===== config.mk =====
export PLATFORM = sky130hd
export DESIGN_NAME = ihc_pipe_ctrl
export DESIGN_NICKNAME = d
export VERILOG_FILES = /design/src/rtl/core/ihc_pkg.sv /design/src/rtl/core/ihc_pipe_ctrl.sv
export SDC_FILE = /design/constraint.sdc
export NUM_CORES = 1
export LEC_CHECK = 0
export BUFFER_PORTS_ARGS = -buffer_cell sky130_fd_sc_hd__buf_4
export CAP_MARGIN = 20
export CORE_AREA = 4 4 41 43
export CTS_BUF_LIST = sky130_fd_sc_hd__clkbuf_4
export DETAILED_ROUTE_END_ITERATION = 6
export DIE_AREA = 0 0 45 47
export GPL_TIMING_DRIVEN = 0
export PLACE_DENSITY = 0.3
export SYNTH_ARGS = -nofsm -noshare
export SYNTH_HDL_FRONTEND = slang
export SYNTH_SLANG_ARGS = --single-unit

===== constraint.sdc =====
create_clock -name i_clk -period 1.7 [get_ports i_clk]
set_clock_uncertainty 0.15 [all_clocks]
set_input_delay 0.51 -clock i_clk [delete_from_list [all_inputs] [get_ports i_clk]]
set_output_delay 0.51 -clock i_clk [all_outputs]
set_load 0.05 [all_outputs]

===== src/rtl/core/ihc_pkg.sv =====
// shared types and constants of the ipv4 receive header checker
package ihc_pkg;

    localparam int unsigned NSTAGE = 4;

    localparam logic [15:0] HDR_BYTES   = 16'd20;
    localparam logic [3:0]  VERSION_V4  = 4'h4;
    localparam logic [15:0] MF_BIT      = 16'h2000;
    localparam logic [15:0] OFFSET_MASK = 16'h1FFF;

    localparam logic [7:0] PROTO_NUM_ICMP = 8'd1;
    localparam logic [7:0] PROTO_NUM_TCP  = 8'd6;
    localparam logic [7:0] PROTO_NUM_UDP  = 8'd17;

    typedef enum logic [1:0] {
        ST_OK          = 2'd0,
        ST_UNSUPPORTED = 2'd1,
        ST_CHECKSUM    = 2'd2
    } t_status;

    typedef enum logic [1:0] {
        CLS_UDP  = 2'd0,
        CLS_TCP  = 2'd1,
        CLS_ICMP = 2'd2,
        CLS_NONE = 2'd3
    } t_cls;

    // per-stage load enables from the pipeline control
    typedef struct packed {
        logic [NSTAGE-1:0] en;
    } t_pipe_ctl;

endpackage


===== src/rtl/core/ihc_pipe_ctrl.sv =====
// valid bits and load enables of the four-stage pipeline
module ihc_pipe_ctrl
    import ihc_pkg::*;
(
    input  logic      i_clk,
    input  logic      i_rst_n,
    input  logic      i_in_valid,
    input  logic      i_out_stall,
    output logic      o_in_stall,
    output logic      o_out_valid,
    output t_pipe_ctl o_ctl
);

    logic [NSTAGE-1:0] r_vld;
    logic [NSTAGE-1:0] n_vld;
    logic [NSTAGE-1:0] rdy;

    // a stage may load when empty or when the stage after it moves on
    always_comb begin
        rdy[NSTAGE-1] = !r_vld[NSTAGE-1] || !i_out_stall;
        for (int k = NSTAGE - 2; k >= 0; k--) begin
            rdy[k] = !r_vld[k] || rdy[k+1];
        end
    end

    always_comb begin
        n_vld = r_vld;
        if (rdy[0]) begin
            n_vld[0] = i_in_valid;
        end
        for (int k = 1; k < NSTAGE; k++) begin
            if (rdy[k]) begin
                n_vld[k] = r_vld[k-1];
            end
        end
    end

    always_ff @(posedge i_clk) begin
        if (!i_rst_n) begin
            r_vld <= '0;
        end else begin
            r_vld <= n_vld;
        end
    end

    assign o_ctl.en    = rdy;
    assign o_in_stall  = !rdy[0];
    assign o_out_valid = r_vld[NSTAGE-1];

`ifndef SYNTHESIS
    a_accept_enters: assert property (@(posedge i_clk) disable iff (!i_rst_n)
        i_in_valid && !o_in_stall |=> r_vld[0])
        else $error("accepted word did not enter first stage");

    a_full_blocks: assert property (@(posedge i_clk) disable iff (!i_rst_n)
        (&r_vld) && i_out_stall |-> o_in_stall)
        else $error("full pipeline took a word under output stall");

    a_drain_last: assert property (@(posedge i_clk) disable iff (!i_rst_n)
        r_vld[NSTAGE-2] && o_ctl.en[NSTAGE-1] |=> r_vld[NSTAGE-1])
        else $error("word lost between last two stages");
`endif

endmodule


# Yosys cells after proc, flatten, opt, wreduce, memory -nomap -nowiden
# Cells that the tools add are included.
op_classes:
  reduce_logical: 10
op_table:
  columns: ["op", "count"]
  rows:
  - ["1-bit zero test", 6]
  - ["1-bit logical OR", 4]
totals:
  out_inout_bits: 6
  in_bits: 4
  regBits: 4

# Longest topological paths before layout
logic_depth:
  ltp_word: 6
  mapped_depth: 3
  mapped_depth_nobuf: 3

# Worst setup path before layout
# No wires, ideal clock.
synth_path:
  kind: "reg-to-output"
  from: "reg r_vld[3]"
  to: "out o_in_stall"
  path_slack_ns: -0.266
  t_required_ns: 1.040
  path_stages_with_launch: 3
  arrival_time_ns: 1.306
  n_path_buf: 0
  path_cell_list: "dfxtp_1 and4_4 and2_2"
synth_via:
  elab_chain_len: 6
synth_lines:
  columns: ["item", "line_no", "text"]
  rows:
  - ["start, declared", "ihc_pipe_ctrl.sv:14", "logic [NSTAGE-1:0] r_vld;"]
  - ["start signal, assigned", "ihc_pipe_ctrl.sv:42", "r_vld <= n_vld;"]
  - ["1-bit zero test", "ihc_pipe_ctrl.sv:20", "rdy[NSTAGE-1] = !r_vld[NSTAGE-1] || !i_out_stall;"]
  - ["1-bit logical OR", "ihc_pipe_ctrl.sv:20", null]
  - ["1-bit logical OR (3 in a row)", "ihc_pipe_ctrl.sv:22", "rdy[k] = !r_vld[k] || rdy[k+1];"]
  - ["1-bit zero test", "ihc_pipe_ctrl.sv:47", "assign o_in_stall = !rdy[0];"]
  - ["end, declared", "ihc_pipe_ctrl.sv:9", "output logic o_in_stall,"]
# No other way between the ends.

# Worst setup path in the final report
layout_path:
  from: "in i_out_stall"
  to: "out o_in_stall"
layout_via:
  elab_chain_len: 6
layout_lines:
  columns: ["item", "line_no", "text"]
  rows:
  - ["start, declared", "ihc_pipe_ctrl.sv:8", "input logic i_out_stall,"]
  - ["1-bit zero test", "ihc_pipe_ctrl.sv:20", null]
  - ["1-bit logical OR", "ihc_pipe_ctrl.sv:20", null]
  - ["1-bit logical OR (3 in a row)", "ihc_pipe_ctrl.sv:22", null]
  - ["1-bit zero test", "ihc_pipe_ctrl.sv:47", null]
# No other way between the ends.

==> metrics.yaml <==
cts_buffers: 3
postCtsHoldBufs: 0
grt.overflow.total: 0
swShare_pct: 20.8
seq_area_frac_synth_pct: 49.6
final_hold_viol_count: 0
ys_warn_count: 0
cp.required_ns: 1.04
combPwrFrac_pct: 7.6
coreArea_mm2: 0.00130
worstPathCellList: "buf_8 > and4_4 > and2_4 > buf_8"
cpMostUsedCell: "buf_8"
gp_congestion: 0.578
stdcell_count: 47
power_frac_seq_pct: 37.1
pwr-share-clk_pct: 55.2
end_kind: "primary output"
yosysTopAreaCellShare_pct: 49.6
clock_path_buffers: 2
syn-num-nets: 22
min_path_type: "flop to flop"
clk_pin_slew_ns: 0.04
critical_path_class: "input pin to primary output"
grt_start_max_net_pins: 6
die-area_mm2: 0.00212
cts_tree: "built"
met2WireLength_um: 157
antenna_found_initial: 0
htree_levels: 1
drc_errors: 0
synthArstFlopShare_pct: 0
rsz0062_at_grt: "true"
ff2ff_setup_slack_ns: 0.76
avgSynthCellArea_um2: 8.97
io_buffers: 9
crit_slowest_cell: "and4_4"
antenna_cells: 0
drt-met1-wl_um: 185
ys_types: 12
whs_ns: 0.297
via_count: 178
worst_slack_ns: -0.0815
slew_headroom_pct: 89.8
crit_arrival_ns: 1.12
synth_commonest_cells: "4 x dfxtp_1, 4 x nand2_1"
violations: "setup timing"
drv_slew: 0
largest_register_ff_count: 4
netlist_area_um2: 161
vdd_drop_max_uv: 247
final_util_pct: 24.1
grt_pass1_vias: 184
drt_iter0_drc: 0
numClockSinks: 4
dr_wl_met3_um: 75
critPathMaxStageDelay_ns: 0.25
dieWidth_um: 45
antenna_left: 0
grt_pass1_wl_um: 710
cp_max_fo: 4
final_cell_area_um2: 314
firstDrtPassIters: 1
routed_wl_um: 433
power_leakage_nw: 0.132
period_share_pct: 105
p_int_mw: 0.212
vias_per_cell: 3.79
status: "finished with violations"
synth_area_leaders: "dfxtp_1 50%, nand2_1 9.3%, and4_4 7.0%, o21ai_2 5.4%, a21boi_0 4.7%"
wl_per_cell_um: 9.21
p_sw_mw: 0.0557
max_freq_mhz: 561
synth_top_cell_by_area: "dfxtp_1"
synth-edff-count: 0
place_inst: 42
clkLatencyLatePin_ns: 0.24
worst_pin_slew_ns: 0.153
root_buffer: "clkbuf_4"
placed_area_um2: 251
syn_inst: 18
reg_top3: "r_vld (4)"
area_delta_synth_final_pct: 94.6
synth_seq_cells: 4
nNetsFinal: 37
max_flop_register: "r_vld"
start_util_pct: 12.4
drive_gt1_share_pct: 62.5
synth-main-ff-cell: "dfxtp_1"
powerDensity_mw_per_mm2: 853
fin_crit_ns: 1.78
track_usage_pct: 5.21
drv_cap: 0
die_y_um: 47
total_power_mw: 0.268
post-dp-hpwl_um: 325
setup.worst_path.start_class: "input pin"
pin_count: 10
rows: 13
dr.max_layer_used: "met4"
setup_viol: 2
[logic make-up after synthesis]
group | Yosys count | share of synthesized area, %
AND/OR/NAND/NOR | 8 | 27.9
buffers and inverters | 2 | 4.65
flip-flops | 4 | 49.6
AO/OA/AOI/OAI | 4 | 17.8
[critical path, delay by kind of cell]
family        cells  cell delay (ns)
simple gates      2             0.40
buf+inv           2             0.20
[layout by cell type, fill, tap and decap left out, drive strengths merged]
cell and n:
buf 10, nand2 4, clkbuf 4, dfxtp 4
inv 2, nand3 1, and4 1, and2 1
o21ai 1, o21a 1, a21boi 1, a21oi 1
nor2b 1
[repair_timing]
item                       CTS  global route
buffers inserted             1             0
setup endpoints to repair    3             3
resized for setup            7             1
pin swaps                    1             1
[power by group through the flow]
stage | clock, mW | sequential, mW | combinational (mW)
2_1_floorplan | 0 | 0.103 | 0.00611
3_3_place_gp | 0 | 0.101 | 0.0175
3_5_place_dp | 0 | 0.101 | 0.0179
4_1_cts | 0.156 | 0.0994 | 0.0200
5_1_grt | 0.162 | 0.0997 | 0.0225
6_report | 0.148 | 0.0995 | 0.0205
[per-stage QoR]
stage | setup TNS, ns | setup slack [ns]
2_1_floorplan | 0 | 0.000181
3_3_place_gp | -0.267 | -0.160
4_1_cts | -0.119 | -0.0902
3_5_place_dp | -0.272 | -0.161
5_1_grt | -0.155 | -0.103
6_report | -0.101 | -0.0815
[final timing paths]
check | startpoint | endpoint | cells after the start
setup reg to reg | r_vld[1] | r_vld[0] | 3
hold reg to reg | r_vld[1] | r_vld[2] | 2
hold / removal | r_vld[1] | r_vld[2] | 2
setup / recovery | i_out_stall | o_in_stall | 4
[metal layers]
layer,vias to the layer above,global-route usage [%]
met5,-,0
met3,2,3.45
met1,77,4.99
li1,87,-
met4,0,7.02
met2,12,6.50
[layout make-up]
type,instances,area (µm²)
clock buffers,4,30.0
fillers,152,987
inverters,2,7.51
multi-input cells,12,75.1
flip-flops and latches,4,85.1
well taps,15,18.8
repair buffers,10,97.6
No activity file was read; power rests on OpenSTA's default activity.
